$ cat config.mk
export PLATFORM = sky130hd
export DESIGN_NAME = amt_div
export DESIGN_NICKNAME = d
export VERILOG_FILES = /design/src/hw/rtl/amt_pkg.sv /design/src/hw/rtl/amt_div.sv
export SDC_FILE = /design/constraint.sdc
export NUM_CORES = 2
export LEC_CHECK = 0
export BUFFER_PORTS_ARGS = -buffer_cell sky130_fd_sc_hd__buf_2
export CORE_MARGIN = 10
export CORE_UTILIZATION = 35
export CTS_CLUSTER_DIAMETER = 80
export DETAILED_ROUTE_END_ITERATION = 16
export GPL_TIMING_DRIVEN = 0
export SYNTH_ARGS = -nofsm -noshare
export SYNTH_HDL_FRONTEND = slang
export SYNTH_SLANG_ARGS = --single-unit
$ cat constraint.sdc
create_clock -name clk -period 4.7 [get_ports clk]
set_clock_uncertainty 0.15 [all_clocks]
set_input_delay 0 -clock clk [delete_from_list [all_inputs] [get_ports clk]]
set_output_delay 0 -clock clk [all_outputs]
set_load 0.01 [all_outputs]
$ cat src/hw/rtl/amt_pkg.sv
package amt_pkg;

  localparam int FRAC_BITS_DEF = 16;
  localparam int NUM_REGS      = 8;
  localparam int NUM_CORNERS   = 8;
  localparam int ADDR_W        = 6;
  localparam int DATA_W        = 64;

  // Pipeline depths of the individual units.
  localparam int XF_LAT    = 3;
  localparam int DIV_QBITS = 32;
  localparam int DIV_LAT   = DIV_QBITS + 2;
  localparam int MM_LAT    = 3;
  localparam int SIDE_LAT  = XF_LAT + DIV_LAT + MM_LAT;
  localparam int LATENCY   = SIDE_LAT + 2;

  // Matrix as [row][column] of 32-bit two's complement elements.
  typedef logic [3:0][3:0][31:0] mat_t;

  // Transformed corners as [corner][column].
  typedef logic [NUM_CORNERS-1:0][3:0][31:0] corner_t;

  typedef struct packed {
    logic            inf;
    logic [2:0][31:0] lo;
    logic [2:0][31:0] hi;
  } box_t;

endpackage

$ cat src/hw/rtl/amt_div.sv
module amt_div import amt_pkg::*; #(
  parameter int FRAC_BITS = FRAC_BITS_DEF
) (
  input  logic        clk,
  input  logic [31:0] n,
  input  logic [31:0] w,
  output logic [31:0] q
);

  localparam int NW = 32 + FRAC_BITS;

  logic [NW-1:0]        rem [DIV_QBITS+1];
  logic [31:0]          dv  [DIV_QBITS+1];
  logic [DIV_QBITS-1:0] qv  [DIV_QBITS+1];
  logic                 neg [DIV_QBITS+1];
  logic                 ovf [DIV_QBITS+1];
  logic                 zr  [DIV_QBITS+1];

  logic [31:0]   nabs;
  logic [31:0]   wabs;
  logic [NW-1:0] num;

  assign nabs = n[31] ? (32'd0 - n) : n;
  assign wabs = w[31] ? (32'd0 - w) : w;
  assign num  = {nabs, FRAC_BITS'(0)};

  // Quotients of 2^32 or more in magnitude (w of zero, n nonzero) saturate.
  always_ff @(posedge clk) begin
    rem[0] <= num;
    dv[0]  <= wabs;
    qv[0]  <= '0;
    neg[0] <= n[31] ^ w[31];
    zr[0]  <= (n == 32'd0);
    ovf[0] <= (64'(num) >= (64'(wabs) << 32));
  end

  for (genvar j = 0; j < DIV_QBITS; j++) begin : g_iter
    localparam int B = DIV_QBITS - 1 - j;
    logic [63:0] trial;
    logic        fit;
    assign trial = 64'(dv[j]) << B;
    assign fit   = (64'(rem[j]) >= trial);

    always_ff @(posedge clk) begin
      rem[j+1] <= fit ? NW'(64'(rem[j]) - trial) : rem[j];
      qv[j+1]  <= qv[j] | (DIV_QBITS'(fit) << B);
      dv[j+1]  <= dv[j];
      neg[j+1] <= neg[j];
      ovf[j+1] <= ovf[j];
      zr[j+1]  <= zr[j];
    end
  end

  always_ff @(posedge clk) begin
    if (zr[DIV_QBITS]) begin
      q <= '0;
    end else if (ovf[DIV_QBITS]) begin
      q <= neg[DIV_QBITS] ? 32'h8000_0000 : 32'h7FFF_FFFF;
    end else if (neg[DIV_QBITS]) begin
      q <= (qv[DIV_QBITS] > 32'h8000_0000) ? 32'h8000_0000 : (32'd0 - qv[DIV_QBITS]);
    end else begin
      q <= (qv[DIV_QBITS] > 32'h7FFF_FFFF) ? 32'h7FFF_FFFF : qv[DIV_QBITS];
    end
  end

endmodule

==> flow_summary.yaml <==
detailed_routing:
  dr_total_vias: 86200
  dr.pass1.iters: 6
  post_drt_wl_per_cell_um: 16.5
  route.detailed.vias_per_inst: 4.86
  remaining_drc_errors: 0
  drt-initial-drc-count: 4931
  antenna_left: 0
  drt_wl_total_mm: 294
grt:
  grt_usage_pct: 15.5
  grt_pass1_vias: 86500
  antenna_found_initial: 6
  grt-ovfl-total: 0
  grt_pass1_wl_mm: 463
  grt_max_degree: 16
setup_path:
  crit_slowest_cell: "o41ai_2"
  cp_top_family: "simple AND/OR/NAND/NOR gates"
  cp_cell_sequence: "inv_1, ha_1, clkbuf_1, nand3_1, nor4_1, nand3_1, o41ai_2, nor4_1, o21a_1, clkbuf_2, nor3_1, nand2_1, xnor2_1"
  ff2ff_setup_slack_ns: 0.07
  reg2reg_from: "dv[0][926]$_DFF_P_"
  cpPeakStageDelay_ns: 0.73
  critPathLaunchType: "flip-flop"
  crit_arrival_ns: 5.26
  endpoint_kind: "flip-flop"
  crit_type: "reg -> reg"
  required_ns: 5.33
  critPathBufInv: 3
  r2r-end: "rem[0][1434]$_DFF_P_"
  worstRegToRegCells: 13
  critical_path_peak_fanout: 10
logic_synthesis:
  yosys_warnings: 0
  ys_seq_area_share_pct: 47.8
  synth_fa_ha_area_share_pct: 10.3
  synth-simple-area-share_pct: 11.8
  synth_fp_nets: 13500
  synth_compound_area_share_pct: 16.1
  synthCells: 12400
  yosys_register_bits: 2827
  synth-edff-count: 0
  avgSynthCellArea_um2: 9.52
  synthArstFlopShare_pct: 0
  synth_xor_area_share_pct: 6.77
  synthMuxAreaShare_pct: 2.45
  syn-cell-area_um2: 118000
  synth_top_family_by_area: "compound AO/OA/AOI/OAI gates"
  synth_cell_types: 95
  ys.flop_type: "dfxtp_1"
power:
  leakagePower_nw: 61.1
  ir_drop_mv: 0.347
  pwr_density_cell_nw_per_um2: 670
  total_power_mw: 91.5
cts:
  cts_buffers: 292
  path_clk_slew_ns: 0.06
  numClockSinks: 2827
  htreeDepth: 5
  clockBufferDepth: 4
  cts_tree: "done"
  cts-root-buf: "clkbuf_16"
  clk_latency_ns: 0.90
hold_path:
  hold_depth: 6
  hold_path_end: "rem[0][24]$_DFF_P_"
  hold_class: "in -> reg"
  worstHoldStart: "n[6]"
outcome:
  outcome: "finished clean"
die:
  dieWidth_um: 602
  start_util_pct: 35.2
  core-area_um2: 337000
  fp-row-count: 213
  io_pins: 97
  die_h_um: 602
  die_area_um2: 362000
timing:
  max_freq_mhz: 216
  worst_pin_slew_ns: 1.14
  fin_setup_tns_ns: 0
  drv_slew: 0
  fin_crit_sh_pct: 98.6
  setup_viol: 0
  worst_slack_ns: 0.0664
  report.final.hold_viol_count: 0
  min_period_ns: 4.63
  relSlewSlack_pct: 23.7
placement:
  place.gp.congestion: 0.932
  placed_area_um2: 125000
  io_buffers: 94
  placed_cells: 17100
  dp_hpwl_mm: 232
  pre_cts_ws_ns: -0.560
finish:
  area_growth_pct: 15.3
  final_layout_size_suffix_gt1_share_pct: 7.25
  fin_nets: 14000
  final_area_um2: 137000
  finalNonFillerCells: 17800
  fill_cells: 33000
  layout_commonest_cell: "dfxtp_1"
  layout_common_cells: "dfxtp_1 (2,827), inv_1 (1,201), nand2_1 (954), ha_1 (922), a21oi_1 (874)"
flow_run:
  maxCapViolations: 0
[synthesized netlist by cell type, types with 37 or more instances]
| cell type | instances | share of area [%] |
|---|---|---|
| a211oi_1 | 81 | 0.51 |
| a21o_1 | 499 | 3.2 |
| a21oi_1 | 878 | 3.7 |
| a31oi_1 | 88 | 0.46 |
| and2_1 | 45 | 0.24 |
| and3_1 | 63 | 0.33 |
| clkbuf_1 | 240 | 0.76 |
| dfxtp_1 | 2827 | 48 |
| ha_1 | 922 | 9.7 |
| inv_1 | 1201 | 3.8 |
| mux2_2 | 237 | 2.3 |
| nand2_1 | 954 | 3.0 |
| nand2b_1 | 148 | 0.78 |
| nand3_1 | 174 | 0.74 |
| nand4_1 | 161 | 0.85 |
| nor2_1 | 691 | 2.2 |
| nor2b_1 | 140 | 0.74 |
| nor3_1 | 178 | 0.75 |
| nor4_1 | 108 | 0.57 |
| o21a_1 | 114 | 0.72 |
| o21ai_0 | 876 | 3.7 |
| o21bai_1 | 106 | 0.67 |
| o31ai_1 | 85 | 0.54 |
| or2_2 | 37 | 0.20 |
| or3_1 | 58 | 0.31 |
| xnor2_1 | 533 | 3.9 |
| xor2_1 | 382 | 2.8 |
[how the worst max path moves through the flow]
stage | startpoint | to | slack (ns) | cells past startpoint
6_report | dv[0][926]$_DFF_P_ | rem[0][1434]$_DFF_P_ | 0.07 | 13
5_1_grt | w[26] | ovf[0]$_DFF_P_ | -0.03 | 14
4_1_cts | dv[0][546]$_DFF_P_ | rem[0][906]$_DFF_P_ | 0.003 | 14
3_5_place_dp | dv[0][971]$_DFF_P_ | rem[0][1520]$_DFF_P_ | -0.56 | 15
3_3_place_gp | dv[0][975]$_DFF_P_ | rem[0][1520]$_DFF_P_ | -0.68 | 15
2_1_floorplan | n[16] | ovf[0]$_DFF_P_ | 0.71 | 18
[routing by layer]
layer / share of wire (%) / track usage [%] / vias to the layer above
met3: 3.7 / 2.01 / 739
met5: 0 / 0 / -
met4: 5.6 / 7.81 / 0
li1: - / - / 44000
met2: 49 / 28.5 / 1857
met1: 41 / 17.6 / 39600
[sequential cells by signal, summed over array words and instances, names as in the netlist]
name and flops:
zr 33, rem 1144, q 32, ovf 33
dv 1024, qv 528, neg 33
[tightest hold or removal path, cell delays in order]
cell and delay (ns):
dlygate4sd3_1 0.52, buf_2 0.11, nor3_1 0.05, nand2_1 0.14
nand2_1 0.08, xnor2_1 0.16
[power by group]
group,leakage (nW),switching [mW],internal [mW]
combinational,32.6,19.7,15.4
clock,4.85,9.59,14.0
sequential,23.6,3.47,29.4
total,61.1,32.8,58.7
[layout make-up]
class	count	area [um2]	share of cell area (%)
antenna	14	35.0	0.0257
clock inverter	113	1650	1.21
inverter	1204	4520	3.31
timing repair buffer	282	2350	1.72
multi-input combinational	8127	56300	41.3
buffer	283	1140	0.837
sequential	2827	56600	41.4
tap	4515	5650	4.14
clock buffer	395	8280	6.06
[metrics by stage]
step	utilization (%)	hold WS (ns)
2_1_floorplan	-	-0.122
6_report	40.5	0.0913
3_3_place_gp	37.0	0.0115
3_5_place_dp	37.0	0.0124
4_1_cts	40.5	0.0102
5_1_grt	40.5	0.0977
[kinds of logic (layout without fill, tap and decap cells)]
kind of cell,after synthesis,count (layout)
compound gates,3088,3088
simple gates,2911,2911
flops,2827,2827
buf+inv,1488,2277
fa+ha+maj,953,953
xor+xnor,915,915
mux,260,260
other cells,0,14
[what timing repair did]
item	in CTS	in global routing
gates resized for setup	25	43
setup endpoints to repair	223	253
endpoints found under the hold margin	66	0
setup buffers	0	0
hold buffers	187	0
Power figures use the tool's default switching activity.
