File: src/hw/rtl/amt_pkg.sv
package amt_pkg;

  localparam int FRAC_BITS_DEF = 16;
  localparam int NUM_REGS      = 8;
  localparam int NUM_CORNERS   = 8;
  localparam int ADDR_W        = 6;
  localparam int DATA_W        = 64;

  // Pipeline depths of the individual units.
  localparam int XF_LAT    = 3;
  localparam int DIV_QBITS = 32;
  localparam int DIV_LAT   = DIV_QBITS + 2;
  localparam int MM_LAT    = 3;
  localparam int SIDE_LAT  = XF_LAT + DIV_LAT + MM_LAT;
  localparam int LATENCY   = SIDE_LAT + 2;

  // Matrix as [row][column] of 32-bit two's complement elements.
  typedef logic [3:0][3:0][31:0] mat_t;

  // Transformed corners as [corner][column].
  typedef logic [NUM_CORNERS-1:0][3:0][31:0] corner_t;

  typedef struct packed {
    logic            inf;
    logic [2:0][31:0] lo;
    logic [2:0][31:0] hi;
  } box_t;

endpackage

File: src/hw/rtl/amt_minmax.sv
module amt_minmax import amt_pkg::*; (
  input  logic                        clk,
  input  logic [NUM_CORNERS-1:0][31:0] v,
  output logic [31:0]                 lo,
  output logic [31:0]                 hi
);

  logic [3:0][31:0] lo1, hi1;
  logic [1:0][31:0] lo2, hi2;

  always_ff @(posedge clk) begin
    for (int i = 0; i < 4; i++) begin
      if ($signed(v[2*i]) < $signed(v[2*i+1])) begin
        lo1[i] <= v[2*i];
        hi1[i] <= v[2*i+1];
      end else begin
        lo1[i] <= v[2*i+1];
        hi1[i] <= v[2*i];
      end
    end
    for (int i = 0; i < 2; i++) begin
      lo2[i] <= ($signed(lo1[2*i]) < $signed(lo1[2*i+1])) ? lo1[2*i] : lo1[2*i+1];
      hi2[i] <= ($signed(hi1[2*i]) > $signed(hi1[2*i+1])) ? hi1[2*i] : hi1[2*i+1];
    end
    lo <= ($signed(lo2[0]) < $signed(lo2[1])) ? lo2[0] : lo2[1];
    hi <= ($signed(hi2[0]) > $signed(hi2[1])) ? hi2[0] : hi2[1];
  end

endmodule

File: config.mk
export PLATFORM = sky130hd
export DESIGN_NAME = amt_minmax
export DESIGN_NICKNAME = d
export VERILOG_FILES = /design/src/hw/rtl/amt_pkg.sv /design/src/hw/rtl/amt_minmax.sv
export SDC_FILE = /design/constraint.sdc
export NUM_CORES = 1
export LEC_CHECK = 0
export BUFFER_PORTS_ARGS = -buffer_cell sky130_fd_sc_hd__buf_2
export CORE_ASPECT_RATIO = 1.2
export CORE_MARGIN = 2
export CORE_UTILIZATION = 35
export DETAILED_ROUTE_END_ITERATION = 7
export SETUP_SLACK_MARGIN = 0.1
export SLEW_MARGIN = 20
export SYNTH_ARGS = -nofsm -noshare
export SYNTH_HDL_FRONTEND = slang
export SYNTH_SLANG_ARGS = --single-unit
File: constraint.sdc
create_clock -name clk -period 3.6 [get_ports clk]
set_input_delay 0.72 -clock clk [delete_from_list [all_inputs] [get_ports clk]]
set_output_delay 0.72 -clock clk [all_outputs]
set_load 0.05 [all_outputs]
==> results.md, run 1 <==
* Post-Syn Instances at ~2300
* HPWL Detailed at 57400 um
* Post-synthesis async set-or-reset flop share at 0%
* Io pins at 321
* Worst reg2reg path depth at 9
* Row count at about 100
* Slew HR at 36.1%
* Final Util at between 40 and 50%
* Syn nets at around 2900
* Top_reg_cell synth: dfxtp_1
* Pin count of the biggest net entering global routing at 63
* Synth warn at 0
* Post-CTS resize count at 0
* Layout area overhead at 19.0%
* Count of flip-flops with a built-in enable after synthesis at 0
* Vias in the first global route at 18500
* Max clock buf depth at 3
* # DRC at 0
* Critical-path maximum fanout at 20
* Arr. time, crit path at 3630 ps
* Post-route insts no fill at ~3600
* Die width at around 240 um
* Critical path type: register to register
* Max IR drop VDD at between 0.4 and 0.5 mV
* Worst Min Path Start: v[0]
* Number of vias per cell at around 5.0
* Slew @ Worst Pin at around 950 ps
* Setup violators final at 0
* Cell with the most instances after synthesis: dfxtp_1
* Layout cells sized above 1 at about 29%
* Via count at 18100
* Register area share after synthesis at a little under two fifths
* Max Cap Viol at 0
* Area share of xor/xnor cells in the synthesized design at 0%
* Reg-to-Reg Start: hi1[59]
* Die Ht at between 200 and 300 um
* Worst min path class: input pin to register
* Root Buffer: clkbuf_16
* CTS buffer count at between 40 and 50
* TritonCTS clock tree: yes
* Core area at 67100 um2
* Multiplexer area fraction after synthesis at slightly below 20%
* Clk sink count at 448
* Total Routing Usage GR at 20.0%
* Initial DRC count at between 700 and 800
* Critical path required time at 4040 ps
* Synth top area share at ~38%
* Status: completed
* Post-route setup slack at 407 ps
* Final Hold Fails at 0
* Clock slew at reported path FFs at around 60 ps
* Final-report max-slew violation count at 0
* Period Utilization, post-route at roughly nine tenths
* Yosys top cell by area: dfxtp_1
* Die Area at ~70000 um2
* Netlist cell types at 55
* Reg2Reg Setup Slack at roughly 410 ps
* Routability cong. at between 0.8 and 0.9
* Largest family of logic cells by synthesized area: multiplexers
* Setup crit start kind: register
* Adder-cell share of the synthesized area at 16.5%
* Post-Synth Simple-Gate Area at between 7 and 8%
* Final WL at 71400 um
* Initial antenna violation count at 10
* DP Worst Slack at 62.5 ps
* Tmin final at between 3000 and 4000 ps
* Port buffer count at 320
* Worst-skew pair later-pin latency at about 590 ps
* DRT Pass-1 Iters at 7
* First-pass GRT wire length at between 100000 and 150000 um
* Placed Cells at between 3000 and 4000
* Initial core utilization at 35.4%
* Fill count at around 6500
* Clock Skews at ~21 ps
* Grt ovf at 0
* Power per cell area at 718 nW/um2
* Post-synth top cells: dfxtp_1, mux2_2, inv_1, ha_1, a21oi_1
* Hold Path Sink: lo1[0]
* Fin Setup TNS at 0 ps
* DR WL/cell at 19.7 um
* Post-DRT Antenna Nets at 0
* Area contributors post-synth: dfxtp_1, ha_1, mux2_2, inv_1, mux2_1
* Synth Area in Compound Gates at a little under an eighth
* Tot Pwr at about 20 mW
* Hold Path Stages at 2
* Post-CTS setup buffers at 0
* Syn avg cell area at just over 10 um2
* Reg area at around 9000 um2
* Fmax at 313 MHz
* Flops & latches, synth at ~450
* Nets at 3243
* Crit. End Element: register
* Leak pwr at between 10 and 15 nW
* H-Tree Depth at 2
* Reg2Reg Capture Point: hi2[14]
* # hold bufs at CTS at 0
* Cell area after synthesis at 23800 um2
* Unrepaired setup endpoints after global routing: no
* Setup crit start: hi1[59]
* Area of the multi-input gates at 13200 um2
layout make-up:
cell class                 instances  share of cell area, %
multi-input combinational       1485                   46.7
tap                              901                   3.98
clock buffer                      72                   5.17
antenna                           10                 0.0884
sequential                       448                   31.7
inverter                         329                   4.36
clock inverter                    18                  0.998
timing repair buffer             360                   7.07
metal layers:
layer,share of wire (%),GRT usage (%),wire (um)
met1,45,25.3,32100
met2,48,34.8,34200
met3,3.9,2.89,2820
met4,3.2,6.87,2300
met5,0,0,0
stage by stage:
stage / hold WS, ps / instance area [um2]
6_report: 377 / 28300
5_1_grt: 349 / 28300
4_1_cts: 337 / 28300
3_5_place_dp: 452 / 26500
3_3_place_gp: 452 / 26500
2_1_floorplan: 434 / 23800
cells in the final DEF (no fill, tap or decap), types with 30 or more instances in the layout:
master	netlist	final
nor2_1	104	104
inv_1	329	329
a21oi_1	112	111
mux2_1	55	55
clkbuf_16	0	51
mux2_2	330	330
ha_1	313	313
nand2b_1	33	33
a21o_1	63	63
o21ai_0	38	38
dfxtp_1	448	448
buf_2	11	320
nand2_1	61	61
nor3_1	41	41
o21bai_1	32	32
nand4_1	47	47
buf_4	29	32
o221a_1	30	30
critical path, stage by stage (launching register included):
cell and delay, ps:
dfxtp_1 350, inv_1 50, ha_1 300, nand4_1 200, or3_4 430, nor2_1 310, a21oi_2 140, or3b_1 610
buf_4 310, o221a_1 330
sequential cells by signal, summed over array words and instances (netlist names):
name / count
hi: 32
hi1: 128
hi2: 64
lo: 32
lo1: 128
lo2: 64
logic make-up (layout without fill, tap and decap cells):
logic type | Yosys count | after routing
buf+inv | 406 | 779
flops | 448 | 448
compound gates | 400 | 400
simple gates | 358 | 358
fa+ha+maj | 313 | 313
mux | 414 | 414
other cells | 0 | 10
worst max path at each step:
stage	end	slack, ps	cells past startpoint
2_1_floorplan	lo1[85]	680	9
3_3_place_gp	hi1[66]	70	12
3_5_place_dp	lo1[64]	60	12
4_1_cts	lo2[21]	380	9
5_1_grt	hi2[15]	260	9
6_report	hi2[14]	410	9
power by group:
part | total (mW) | internal [mW] | switching, mW | leakage [nW]
registers | 7.17 | 6.27 | 0.892 | 3.78
clock network | 5.40 | 3.32 | 2.08 | 0.847
logic | 7.75 | 3.14 | 4.61 | 9.19
total | 20.3 | 12.7 | 7.59 | 13.8
(Power assumes the default switching activity.)
==> inputs of run 2 (changes only) <==
- PLACE_DENSITY_LB_ADDON: default -> 0.25
==> results.md, run 2 (synthesis gave the netlist of run 1 again) <==
* Post-DRT Antenna Nets at 0
* HPWL Detailed at about 58000 um
* Final Hold Fails at 0
* Die Area at 70100 um2
* Slew @ Worst Pin at between 1000 and 1500 ps
* Most common cell after layout, fill and taps aside: dfxtp_1
* DP Area at around 27000 um2
* Critical path type: register to register
* Initial antenna violation count at 7
* Setup crit start: lo1[55]
* Arr. time, crit path at 3700 ps
* Leak pwr at ~14 nW
* Root Buffer: clkbuf_16
* Status: completed
* Most frequent cells in the layout: dfxtp_1, mux2_2, inv_1
* Max IR drop VDD at 0.391 mV
* Reg-to-Reg Start: lo1[55]
* Clock Skews at around 26 ps
* Fill count at roughly 6500
* Placed Cells at approximately 3500
* Hold Path Sink: lo1[64]
* Fin Setup TNS at 0 ps
* Fmax at around 310 MHz
* Io pins at roughly 320
* Reg2Reg Setup Slack at 330 ps
* Pin count of the biggest net entering global routing at 49
* Core area at 67100 um2
* CTS buffer count at just under 50
* # hold bufs at CTS at 0
* Worst-skew pair later-pin latency at 580 ps
* Vias in the first global route at 18800
* Max Cap Viol at 0
* Worst Min Path Start: v[128]
* Area of the multi-input gates at between 10000 and 15000 um2
* DRT Pass-1 Iters at 7
* Post-CTS setup buffers at 0
* DP Worst Slack at -307 ps
* Critical-path maximum fanout at 24
* Final WL at around 72000 um
* Hold Path Stages at 2
* TritonCTS clock tree: yes
* Via count at around 18000
* Total Routing Usage GR at roughly 20%
* Tmin final at ~3300 ps
* Worst reg2reg path depth at 9
* H-Tree Depth at 2
* Largest regs: hi1 x128, lo1 x128
* Layout area overhead at 18.6%
* Grt ovf at 0
* Final-report max-slew violation count at 0
* Tot Pwr at 20.0 mW
* Critical path required time at roughly 4000 ps
* Initial DRC count at 631
* Reg2Reg Capture Point: lo2[7]
* Slew HR at ~33%
* Post-route insts no fill at approximately 3600
* Clock slew at reported path FFs at roughly 60 ps
* Reg area at 8970 um2
* Post-CTS resize count at 0
* Setup crit start kind: register
* Row count at about 100
* Period Utilization, post-route at ~91%
* DR WL/cell at just under 20 um
* # DRC at 0
* First-pass GRT wire length at 109000 um
* Die Ht at just under 300 um
* Nets at 3245
* Power per cell area at between 700 and 800 nW/um2
* Setup violators final at 0
* Worst min path class: input pin to register
* Initial core utilization at between 30% and 40%
* Layout cells sized above 1 at approximately 29%
* Post-route setup slack at 334 ps
* Final instance area at approximately 28000 um2
* Die width at around 240 um
* Clk sink count at 448
* Routability cong. at slightly below 0.9
* Crit. End Element: register
* Unrepaired setup endpoints after global routing: no
* Number of vias per cell at ~5
* Port buffer count at between 300 and 400
* Max clock buf depth at 3
-- run 2: changes by cell type in the layout (fill, tap and decap cells not counted), sizes merged --
cell	previous run	this run
inv	330	332
diode	10	11
buf	360	362
clkinv	6	7
clkinvlp	4	6
bufinv	7	3
clkbuf	72	68
-- run 2: worst max path at each step --
stage / end / depth (start not counted)
after global placement: hi1[89] / 10
after CTS: hi1[92] / 10
after detailed placement: hi1[92] / 10
after floorplan: lo1[85] / 9
final: lo2[7] / 9
after global routing: lo2[10] / 9
-- run 2: cell type report --
type                            instances  area share, %
Antenna cell                           11         0.0975
Clock buffer                           68           5.09
Tap cell                              901           4.00
Multi-Input combinational cell       1485           46.8
Inverter                              329           4.38
Sequential cell                       448           31.8
Timing Repair Buffer                  362           7.10
Clock inverter                         19          0.723
-- run 2: power breakdown --
group | internal [mW] | switching [mW]
registers | 6.27 | 0.856
clock network | 3.00 | 2.11
logic | 3.12 | 4.62
-- run 2: routing by layer --
metal,routed length [um],GRT usage [%]
met1,31900,25.3
met2,33600,34.6
met3,3100,3.03
met4,3120,9.26
met5,0,0
-- run 2: worst max-delay path, stage by stage (launching register included) --
cell	delay, ps
dfxtp_1	350
inv_1	50
ha_1	290
nand4_1	210
or4_1	660
a211oi_1	430
nor3_1	220
o21ai_2	260
buf_12	220
mux2_2	390
-- run 2: stage by stage --
stage | util, % | hold WS [ps]
global route | 42.0 | 353
floorplan | - | 434
finish | 42.0 | 380
CTS | 42.0 | 336
detailed placement | 39.5 | 449
global placement | 39.5 | 453
