### src/hw/rtl/amt_pkg.sv
package amt_pkg;

  localparam int FRAC_BITS_DEF = 16;
  localparam int NUM_REGS      = 8;
  localparam int NUM_CORNERS   = 8;
  localparam int ADDR_W        = 6;
  localparam int DATA_W        = 64;

  // Pipeline depths of the individual units.
  localparam int XF_LAT    = 3;
  localparam int DIV_QBITS = 32;
  localparam int DIV_LAT   = DIV_QBITS + 2;
  localparam int MM_LAT    = 3;
  localparam int SIDE_LAT  = XF_LAT + DIV_LAT + MM_LAT;
  localparam int LATENCY   = SIDE_LAT + 2;

  // Matrix as [row][column] of 32-bit two's complement elements.
  typedef logic [3:0][3:0][31:0] mat_t;

  // Transformed corners as [corner][column].
  typedef logic [NUM_CORNERS-1:0][3:0][31:0] corner_t;

  typedef struct packed {
    logic            inf;
    logic [2:0][31:0] lo;
    logic [2:0][31:0] hi;
  } box_t;

endpackage

### src/hw/rtl/amt_cfg.sv
module amt_cfg import amt_pkg::*; #(
  parameter int FRAC_BITS = FRAC_BITS_DEF
) (
  input  logic              clk,
  input  logic              rst,
  input  logic              psel,
  input  logic              penable,
  input  logic              pwrite,
  input  logic [ADDR_W-1:0] paddr,
  input  logic [DATA_W-1:0] pwdata,
  output logic [DATA_W-1:0] prdata,
  output logic              pready,
  output mat_t              mat
);

  localparam logic [DATA_W-1:0] ONE = DATA_W'(1) << FRAC_BITS;

  logic [DATA_W-1:0] regs [NUM_REGS];
  logic [2:0]        idx;

  assign idx    = paddr[ADDR_W-1:3];
  assign pready = 1'b1;
  assign prdata = regs[idx];

  always_ff @(posedge clk) begin
    if (rst) begin
      regs[0] <= ONE;
      regs[1] <= '0;
      regs[2] <= ONE << 32;
      regs[3] <= '0;
      regs[4] <= '0;
      regs[5] <= ONE;
      regs[6] <= '0;
      regs[7] <= ONE << 32;
    end else if (psel && penable && pwrite) begin
      regs[idx] <= pwdata;
    end
  end

  // Each register holds two adjacent columns of one row.
  always_comb begin
    for (int r = 0; r < 4; r++) begin
      for (int c = 0; c < 4; c++) begin
        mat[r][c] = regs[2 * r + c / 2][(c % 2) * 32 +: 32];
      end
    end
  end

endmodule

### config.mk
export PLATFORM = sky130hd
export DESIGN_NAME = amt_cfg
export DESIGN_NICKNAME = d
export VERILOG_FILES = /design/src/hw/rtl/amt_pkg.sv /design/src/hw/rtl/amt_cfg.sv
export SDC_FILE = /design/constraint.sdc
export NUM_CORES = 1
export LEC_CHECK = 0
export BUFFER_PORTS_ARGS = -buffer_cell sky130_fd_sc_hd__clkbuf_2
export CORE_AREA = 2 2 257 259
export CTS_CLUSTER_SIZE = 10
export DETAILED_ROUTE_END_ITERATION = 10
export DIE_AREA = 0 0 259 261
export GPL_ROUTABILITY_DRIVEN = 0
export PLACE_DENSITY = 0.59
export SLEW_MARGIN = 20
export SYNTH_ARGS = -nofsm -noshare
export SYNTH_HDL_FRONTEND = slang
export SYNTH_SLANG_ARGS = --single-unit
export TNS_END_PERCENT = 100
### constraint.sdc
create_clock -name clk -period 4.3 [get_ports clk]
set_input_delay 1.075 -clock clk [delete_from_list [all_inputs] [get_ports clk]]
set_output_delay 1.075 -clock clk [all_outputs]
set_load 0.05 [all_outputs]
==> flow_metrics.tcl, run 1 <==
set metrics [dict create \
    run_status "completed" \
    max-slew-margin-rel 0.297 \
    crit_path_cell_trace "buf_8 -> buf_4 -> mux4_2 -> mux2_2 -> clkbuf_2" \
    largest_register_ffs 512 \
    setup_total_negative_slack_ps 0 \
    met2_usage 0.399 \
    clockRootBuffer "clkbuf_16" \
    layout_min_cycle_time_ps 4120 \
    h-tree-depth 2 \
    fillerInstances 5837 \
    cp.arrival_ps 3040 \
    pin_slew_with_the_least_headroom_to_its_limit_ps 1050 \
    largestRegisters "regs: 512 flops" \
    wire_per_inst_um 27.3 \
    critical-path-top-delay-family "buffers and inverters" \
    synth.yosys.warnings 0 \
    finalCritPeriodShare 0.957 \
    place.port_buffers 647 \
    multi_input_area_um2 7040 \
    drt_wl_total_mm 79.8 \
    crit_path_end_kind "output pin" \
    ys_types 26 \
    critical-path-slowest-cell "mux4_2" \
    timing.final.setup_violations 0 \
    dieArea_um2 67600 \
    grt_setup_unrepaired "no" \
    cts.reportedPaths.clkPinSlew_ps 60 \
    critPathMaxFanout 47 \
    syn_avg_cell_area_um2 16.5 \
    setup.worst_path.start_class "input pin" \
    grt_pass1_vias 15600 \
    grt.met3_usage 0.0633 \
    final_antenna_violating_net_count 0 \
    power_density_nw_per_um2 442 \
    layout_common_cells "clkbuf_2, edfxtp_1, and2_1" \
    synth_fp_nets 1456 \
    hold_depth 2 \
    timing_hold_violations_final 0 \
    report.power.total_mw 12.8 \
    cts_setup_buffers 0 \
    critical-path-max-stage-delay_ps 540 \
    ir_drop_v 0.000358 \
    drt_iter0_markers 1075 \
    global_route.usage.total 0.229 \
    global_route_wire_length_before_repair_mm 112 \
    final_layout_size_suffix_gt1_frac 0.465 \
    gr-max-usage-layer "met2" \
    rows 94 \
    largest_register "regs" \
    worstPathBufferInverterCount 3 \
    vias 14900 \
    area.sequential_um2 15400 \
    clock-sinks 512 \
    grt-ovfl-total 0 \
    layout.cells.most_common "clkbuf_2" \
    cp.required_ps 3220 \
    route.detailed.vias_per_inst 5.08 \
    numCtsBuffers 58 \
    initial_core_util 0.351 \
    gr-usage-met1 0.285 \
    die_width_um 259 \
    grt_antenna_before_repair 5 \
    postSynthRegisterBits 512 \
    area.growth.synth_to_final_pct 27.1 \
    core_area_um2 65000 \
    remaining_drc_errors 0 \
    detailedRoute.firstPassIterationCount 5 \
    hold_class "input pin to register" \
    tritoncts "yes" \
    hold_buffers 0 \
    place_hpwl_mm 51.5 \
    yosysSeqAreaShare 0.673 \
    nets 2123 \
    path_class "input pin to output pin" \
    max-clock-path-buffers 3 \
    grt_max_degree 65 \
    floorplan.io_pins 652 \
    synthesis.instances 1381 \
    maxSlewViolCount 0 \
    timing.max_cap.violations 0 \
    cellLeakagePower_nw 11.5 \
    post_cts.resized_instances 0 \
    max_clock_freq_mhz 243 \
    die_height_um 261 \
    netlist_area_um2 22800 \
    crit_cells 5 \
]
==> cells by family (layout without fill, tap and decap cells) <==
logic type,Yosys count,after routing,share of synthesized area
buffers and inverters,98,775,0.0214
other,1,3,0.000164
and+or+nand+nor,597,597,0.158
AOI/OAI and AO/OA,3,3,0.00104
muxes,170,170,0.146
DFF,512,512,0.673
==> path summary, 6_finish.rpt <==
path / from / to / slack [ps]
worst max-delay path: paddr[3] / prdata[48] / 180
worst min-delay path: pwdata[3] / regs[3][3]$_SDFFCE_PN0P_ / 840
==> power by group <==
part | leakage, nW | switching, mW | total (mW) | internal [mW]
registers | 4.87 | 0.175 | 5.94 | 5.77
clock network | 0.791 | 1.87 | 4.47 | 2.60
logic | 5.83 | 1.86 | 2.42 | 0.560
==> layout make-up <==
class / instances / share of cell area
flip-flops and latches: 512 / 0.530
multi-input cells: 771 / 0.243
repair buffers: 703 / 0.134
clock buffers: 66 / 0.0533
well taps: 864 / 0.0373
clock inverters: 4 / 0.00237
inverters: 2 / 0.000259
diodes: 2 / 0.000172
==> metal layers <==
layer / wire, um / vias up
li1: - / 6392
met1: 30900 / 7668
met2: 40400 / 694
met3: 6940 / 102
met4: 1520 / 4
met5: 23 / -
==> synthesized netlist by cell type <==
library cell	count	area (um^2)
inv_2	1	3.75
buf_1	2	7.51
buf_2	13	65.1
nand3b_1	1	7.51
clkbuf_1	57	214
and2_1	508	3180
nor2_1	1	3.75
a21oi_1	1	5.00
buf_4	7	52.6
mux2i_1	1	10.0
nor4_1	2	12.5
conb_1	1	3.75
nand2_1	65	244
o32a_1	1	10.0
a31o_2	1	8.76
mux2_2	42	473
inv_1	1	3.75
or2_2	8	50.1
clkbuf_2	8	40.0
mux4_2	127	2860
nor4b_2	2	30.0
buf_6	9	101
nand2b_1	5	31.3
nor3_1	4	20.0
edfxtp_1	512	15400
nand4b_4	1	23.8
==> metrics by stage <==
step	setup WS, ps	hold WS (ps)	util	instance area, um^2	cells
3_3_place_gp	210	1430	0.421	27400	2852
3_5_place_dp	161	1440	0.421	27400	2852
2_1_floorplan	684	1250	-	22800	1381
5_1_grt	80.1	833	0.446	29000	2923
6_report	184	840	0.446	29000	2924
4_1_cts	152	797	0.446	29000	2922
(Power assumes the default switching activity.)
==> run 2, diff against run 1 <==
--- a/config.mk
+++ b/config.mk
@@ -11,6 +11,7 @@
 export DETAILED_ROUTE_END_ITERATION = 10
 export DIE_AREA = 0 0 259 261
 export GPL_ROUTABILITY_DRIVEN = 0
+export GPL_TIMING_DRIVEN = 0
 export PLACE_DENSITY = 0.59
 export SLEW_MARGIN = 20
 export SYNTH_ARGS = -nofsm -noshare
==> run 2 against run 1 <==
  * Total power up 1.4%
  * Clock-buffer cell count down 1
  * Sequential power about the same
  * Clock power up 3%
  * Final cell count up 2.0%
  * Die area unchanged
  * Critical path depth up 1
  * Utilization up 0.22 points
  * Combinational power about the same
  * Hold slack worse by 15 ps
  * Design area up 0.50%
  * Highest routed layer unchanged
==> flow_metrics.tcl, run 2 (synthesis gave the netlist of run 1 again) <==
set metrics [dict create \
    run_status "completed" \
    path_class "input pin to output pin" \
    largest_register "regs" \
    cellLeakagePower_nw 11.5 \
    ir_drop_v 0.000285 \
    final_antenna_violating_net_count 0 \
    layout.cells.most_common "clkbuf_2" \
    power_density_nw_per_um2 446 \
    rows 94 \
    detailedRoute.firstPassIterationCount 5 \
    timing_hold_violations_final 0 \
    max-clock-path-buffers 3 \
    final_layout_size_suffix_gt1_frac 0.451 \
    grt_max_degree 36 \
    hold_buffers 0 \
    setup_total_negative_slack_ps 0 \
    drt_wl_total_mm 87.3 \
    area.growth.synth_to_final_pct 27.7 \
    place.port_buffers 646 \
    critPathMaxFanout 10 \
    dieArea_um2 67600 \
    timing.final.setup_violations 0 \
    floorplan.io_pins 652 \
    timing.max_cap.violations 0 \
    grt_pass1_vias 15600 \
    route.detailed.vias_per_inst 5.08 \
    nets 2174 \
    global_route.usage.total 0.254 \
    remaining_drc_errors 0 \
    max_clock_freq_mhz 238 \
    largest_register_ffs 512 \
    numCtsBuffers 60 \
    global_route_wire_length_before_repair_mm 120 \
    hold_class "input pin to register" \
    clock-sinks 512 \
    maxSlewViolCount 0 \
    setup.worst_path.start_class "input pin" \
    final_cell_area_excluding_filler_cells_um2 29200 \
    place_hpwl_mm 61.8 \
    postPlaceCellArea_um2 27400 \
    cts_setup_buffers 0 \
    max-slew-margin-rel 0.320 \
    grt_antenna_before_repair 10 \
    layout_common_cells "clkbuf_2, edfxtp_1, and2_1" \
    initial_core_util 0.351 \
    die_height_um 261 \
    vias 15200 \
    crit_path_end_kind "output pin" \
    h-tree-depth 2 \
    drt_iter0_markers 1294 \
    grt_setup_unrepaired "no" \
    cts.reportedPaths.clkPinSlew_ps 60 \
    clockRootBuffer "clkbuf_16" \
    cp.arrival_ps 3130 \
    layout_min_cycle_time_ps 4200 \
    cp.required_ps 3220 \
    finalCritPeriodShare 0.978 \
    core_area_um2 65000 \
    grt-ovfl-total 0 \
    tritoncts "yes" \
    largestRegisters "regs: 512 flops" \
    wire_per_inst_um 29.3 \
    die_width_um 259 \
    pin_slew_with_the_least_headroom_to_its_limit_ps 1020 \
]
run 2: cell type report:
class	instances	area (um^2)
antenna	5	12.5
fill	5861	35900
tap	864	1080
timing repair buffer	656	3500
inverter	2	7.51
multi-input combinational	771	6990
buffer	96	504
clock buffer	65	1540
clock inverter	12	144
sequential	512	15400
run 2: worst max-delay path, cell delays in order:
cell and delay [ps]:
clkbuf_2 120, buf_2 270, buf_2 520, buf_2 460
mux2_2 410, clkbuf_2 250
run 2: stage by stage:
step	worst slack (ps)	cells	total power [mW]	hold slack (ps)	util
after floorplan	684	1381	7.72	1250	-
after global placement	-500	2891	8.48	1440	0.417
after detailed placement	-277	2901	8.51	1450	0.422
after CTS	4.70	2978	13.1	795	0.448
after global routing	6.73	2981	13.4	818	0.448
final	96.3	2983	13.0	824	0.448
run 2: timing repair:
| action | CTS | global route |
|---|---|---|
| resized for setup | 5 | 6 |
| cloned | 0 | 0 |
| endpoints found under the setup margin | 26 | 17 |
run 2: path summary, 6_finish.rpt:
path | startpoint | slack (ps) | depth (start not counted) | end
setup / recovery | paddr[4] | 100 | 6 | prdata[48]
hold / removal | pwdata[37] | 820 | 2 | regs[1][37]$_SDFFCE_PN0P_
run 2: power by group:
part	switching [mW]	internal, mW
clock	1.94	2.68
sequential	0.177	5.77
combinational	1.89	0.556
run 2: layer usage:
| layer | track usage | up-vias | routed length [um] |
|---|---|---|---|
| li1 | - | 6509 | - |
| met1 | 0.325 | 7808 | 34800 |
| met2 | 0.422 | 721 | 42800 |
| met3 | 0.0738 | 119 | 7600 |
| met4 | 0.0698 | 6 | 2110 |
| met5 | 0 | - | 44 |
==> run 3, diff against run 2 <==
--- a/config.mk
+++ b/config.mk
@@ -5,14 +5,15 @@
 export SDC_FILE = /design/constraint.sdc
 export NUM_CORES = 1
 export LEC_CHECK = 0
+export ABC_AREA = 1
 export BUFFER_PORTS_ARGS = -buffer_cell sky130_fd_sc_hd__clkbuf_2
-export CORE_AREA = 2 2 257 259
+export CORE_AREA = 2 2 253 255
 export CTS_CLUSTER_SIZE = 10
 export DETAILED_ROUTE_END_ITERATION = 10
-export DIE_AREA = 0 0 259 261
+export DIE_AREA = 0 0 255 257
 export GPL_ROUTABILITY_DRIVEN = 0
 export GPL_TIMING_DRIVEN = 0
-export PLACE_DENSITY = 0.59
+export PLACE_DENSITY = 0.61
 export SLEW_MARGIN = 20
 export SYNTH_ARGS = -nofsm -noshare
 export SYNTH_HDL_FRONTEND = slang
==> run 3 against run 2 <==
  * Wire length grew 21%
  * Via count grew 42%
  * Combinational power grew 8.6%
  * Non-clock buffer count grew 58
  * Area after synthesis grew 2.9%
==> flow_metrics.tcl, run 3 <==
set metrics [dict create \
    setup.worst_path.start "rst" \
    global_route.usage.total 0.313 \
    area.growth.synth_to_final_pct 26.7 \
    fillerInstances 6157 \
    layout.cells.most_common "nand2_1" \
    vias 21600 \
    largest_register_ffs 512 \
    gr-usage-met1 0.397 \
    timing.max_cap.violations 0 \
    yosysTopAreaCell "edfxtp_1" \
    max-slew-margin-rel 0.274 \
    timing.hold.ws_ps 876 \
    path_class "input pin to register" \
    report.power.total_mw 13.2 \
    dp.cells 4115 \
    cellLeakagePower_nw 14.4 \
    timing.final.setup_violations 0 \
    clockRootBuffer "clkbuf_16" \
    grt.met3_usage 0.0729 \
    synth.area.top_cells "edfxtp_1, nand2_1, nor2_1" \
    synth_edf_count 512 \
    grt-ovfl-total 0 \
    pin_slew_with_the_least_headroom_to_its_limit_ps 1090 \
    grt_pass1_vias 20400 \
    layoutNonFillerInstCount 4201 \
    hold_depth 3 \
    ir_drop_v 0.000305 \
    power_density_nw_per_um2 442 \
    place.port_buffers 646 \
    largest_register "regs" \
    largestRegisters "regs: 512 flops" \
    core_area_um2 62700 \
    nets 3405 \
    place_hpwl_mm 75.1 \
    timing_hold_violations_final 0 \
    synth_fp_nets 2687 \
    area.sequential_um2 15400 \
    remaining_drc_errors 0 \
    grt_setup_unrepaired "no" \
    setup.worst_path.start_class "input pin" \
    yosysSeqAreaShare 0.654 \
    multi_input_area_um2 7150 \
    synth.yosys.warnings 0 \
    netlist_area_um2 23500 \
    layout_min_cycle_time_ps 4190 \
    postSynthRegisterBits 512 \
    drt_iter0_markers 2321 \
    max_clock_freq_mhz 238 \
    endpoint_of_the_most_critical_setup_path "regs[7][25]$_SDFFCE_PN0P_" \
    detailedRoute.firstPassIterationCount 6 \
    final_layout_size_suffix_gt1_frac 0.249 \
    hold_class "input pin to register" \
    max-clock-path-buffers 3 \
    postPlaceCellArea_um2 28100 \
    hold_buffers 0 \
    wire_per_inst_um 25.1 \
    grt_antenna_before_repair 4 \
    floorplan.io_pins 652 \
    cp.required_ps 4580 \
    maxSlewViolCount 0 \
    synthArstFlopShare 0 \
    cts.reportedPaths.clkPinSlew_ps 60 \
    drt_wl_total_mm 106 \
    synthesis.instances 2612 \
    cp.arrival_ps 4480 \
    setup_total_negative_slack_ps 0 \
    h-tree-depth 2 \
    clock-sinks 512 \
    ys_types 17 \
    layout_common_cells "nand2_1, clkbuf_2, nor2_1" \
    route.detailed.vias_per_inst 5.14 \
    tritoncts "yes" \
    synth.top_cell.area_share 0.654 \
    run_status "completed" \
    finalCritPeriodShare 0.975 \
    final_cell_area_excluding_filler_cells_um2 29800 \
    grt_max_degree 37 \
    post-synth-top-count-cell "nand2_1" \
    ys.flop_type "edfxtp_1" \
    met2_usage 0.506 \
    syn_avg_cell_area_um2 9.00 \
    die_width_um 255 \
    global_route_wire_length_before_repair_mm 145 \
    final_antenna_violating_net_count 0 \
    dieArea_um2 65500 \
    critPathMaxFanout 33 \
    initial_core_util 0.375 \
    rows 92 \
    gr-max-usage-layer "met2" \
    netlist_top_cells_count "nand2_1, nor2_1, edfxtp_1" \
    crit_path_end_kind "register" \
    die_height_um 257 \
    numCtsBuffers 59 \
    cts_setup_buffers 0 \
]
==> run 3: worst min-delay path by stage <==
stage                from                         to  slack (ps)
2_1_floorplan    paddr[5]  regs[0][16]$_SDFFCE_PN1P_        1290
3_3_place_gp   pwdata[10]  regs[3][10]$_SDFFCE_PN0P_        1490
3_5_place_dp   pwdata[54]  regs[4][54]$_SDFFCE_PN0P_        1500
4_1_cts        pwdata[37]  regs[3][37]$_SDFFCE_PN0P_         840
5_1_grt        pwdata[28]  regs[7][28]$_SDFFCE_PN0P_         890
6_report       pwdata[37]  regs[7][37]$_SDFFCE_PN0P_         880
==> run 3: area by class of cell <==
| cell class | count | area share |
|---|---|---|
| Sequential cell | 512 | 0.516 |
| Multi-Input combinational cell | 1875 | 0.240 |
| Timing Repair Buffer | 657 | 0.117 |
| Clock buffer | 76 | 0.0532 |
| Tap cell | 846 | 0.0355 |
| Buffer | 153 | 0.0266 |
| Inverter | 72 | 0.00908 |
| Clock inverter | 5 | 0.00155 |
| Antenna cell | 5 | 0.000420 |
==> run 3: critical path, stage by stage <==
cell and delay, ps:
clkbuf_2 90, inv_2 430, nand4_1 560, nor2_1 580
inv_2 320, clkbuf_1 400, nand2_4 630, buf_16 310
==> run 3: routing by layer <==
metal	vias to the layer above	wire, um
met5	-	14
met4	2	5300
met3	283	10500
met2	1301	49300
met1	10300	40300
li1	9658	-
==> run 3: where the power goes <==
part	internal [mW]	switching (mW)	total [mW]
clock network	2.58	1.98	4.56
registers	5.77	0.185	5.95
logic	0.467	2.19	2.66
total	8.81	4.36	13.2
==> run 3: metrics by stage <==
| stage | worst slack, ps | utilization |
|---|---|---|
| floorplan | 598 | - |
| global placement | -2330 | 0.443 |
| detailed placement | -433 | 0.448 |
| CTS | 10.2 | 0.474 |
| global route | 3.61 | 0.475 |
| finish | 105 | 0.475 |
==> run 3: kinds of logic (layout without fill, tap and decap cells) <==
| logic type | Yosys count | after routing | synth area share |
|---|---|---|---|
| flops | 512 | 512 | 0.654 |
| simple gates | 1874 | 1874 | 0.301 |
| other cells | 1 | 6 | 0.000160 |
| buf+inv | 225 | 963 | 0.0441 |
==> run 3: repair_timing <==
item	CTS	global route
pin swaps	0	0
gates resized for setup	8	16
setup endpoints to repair	60	43
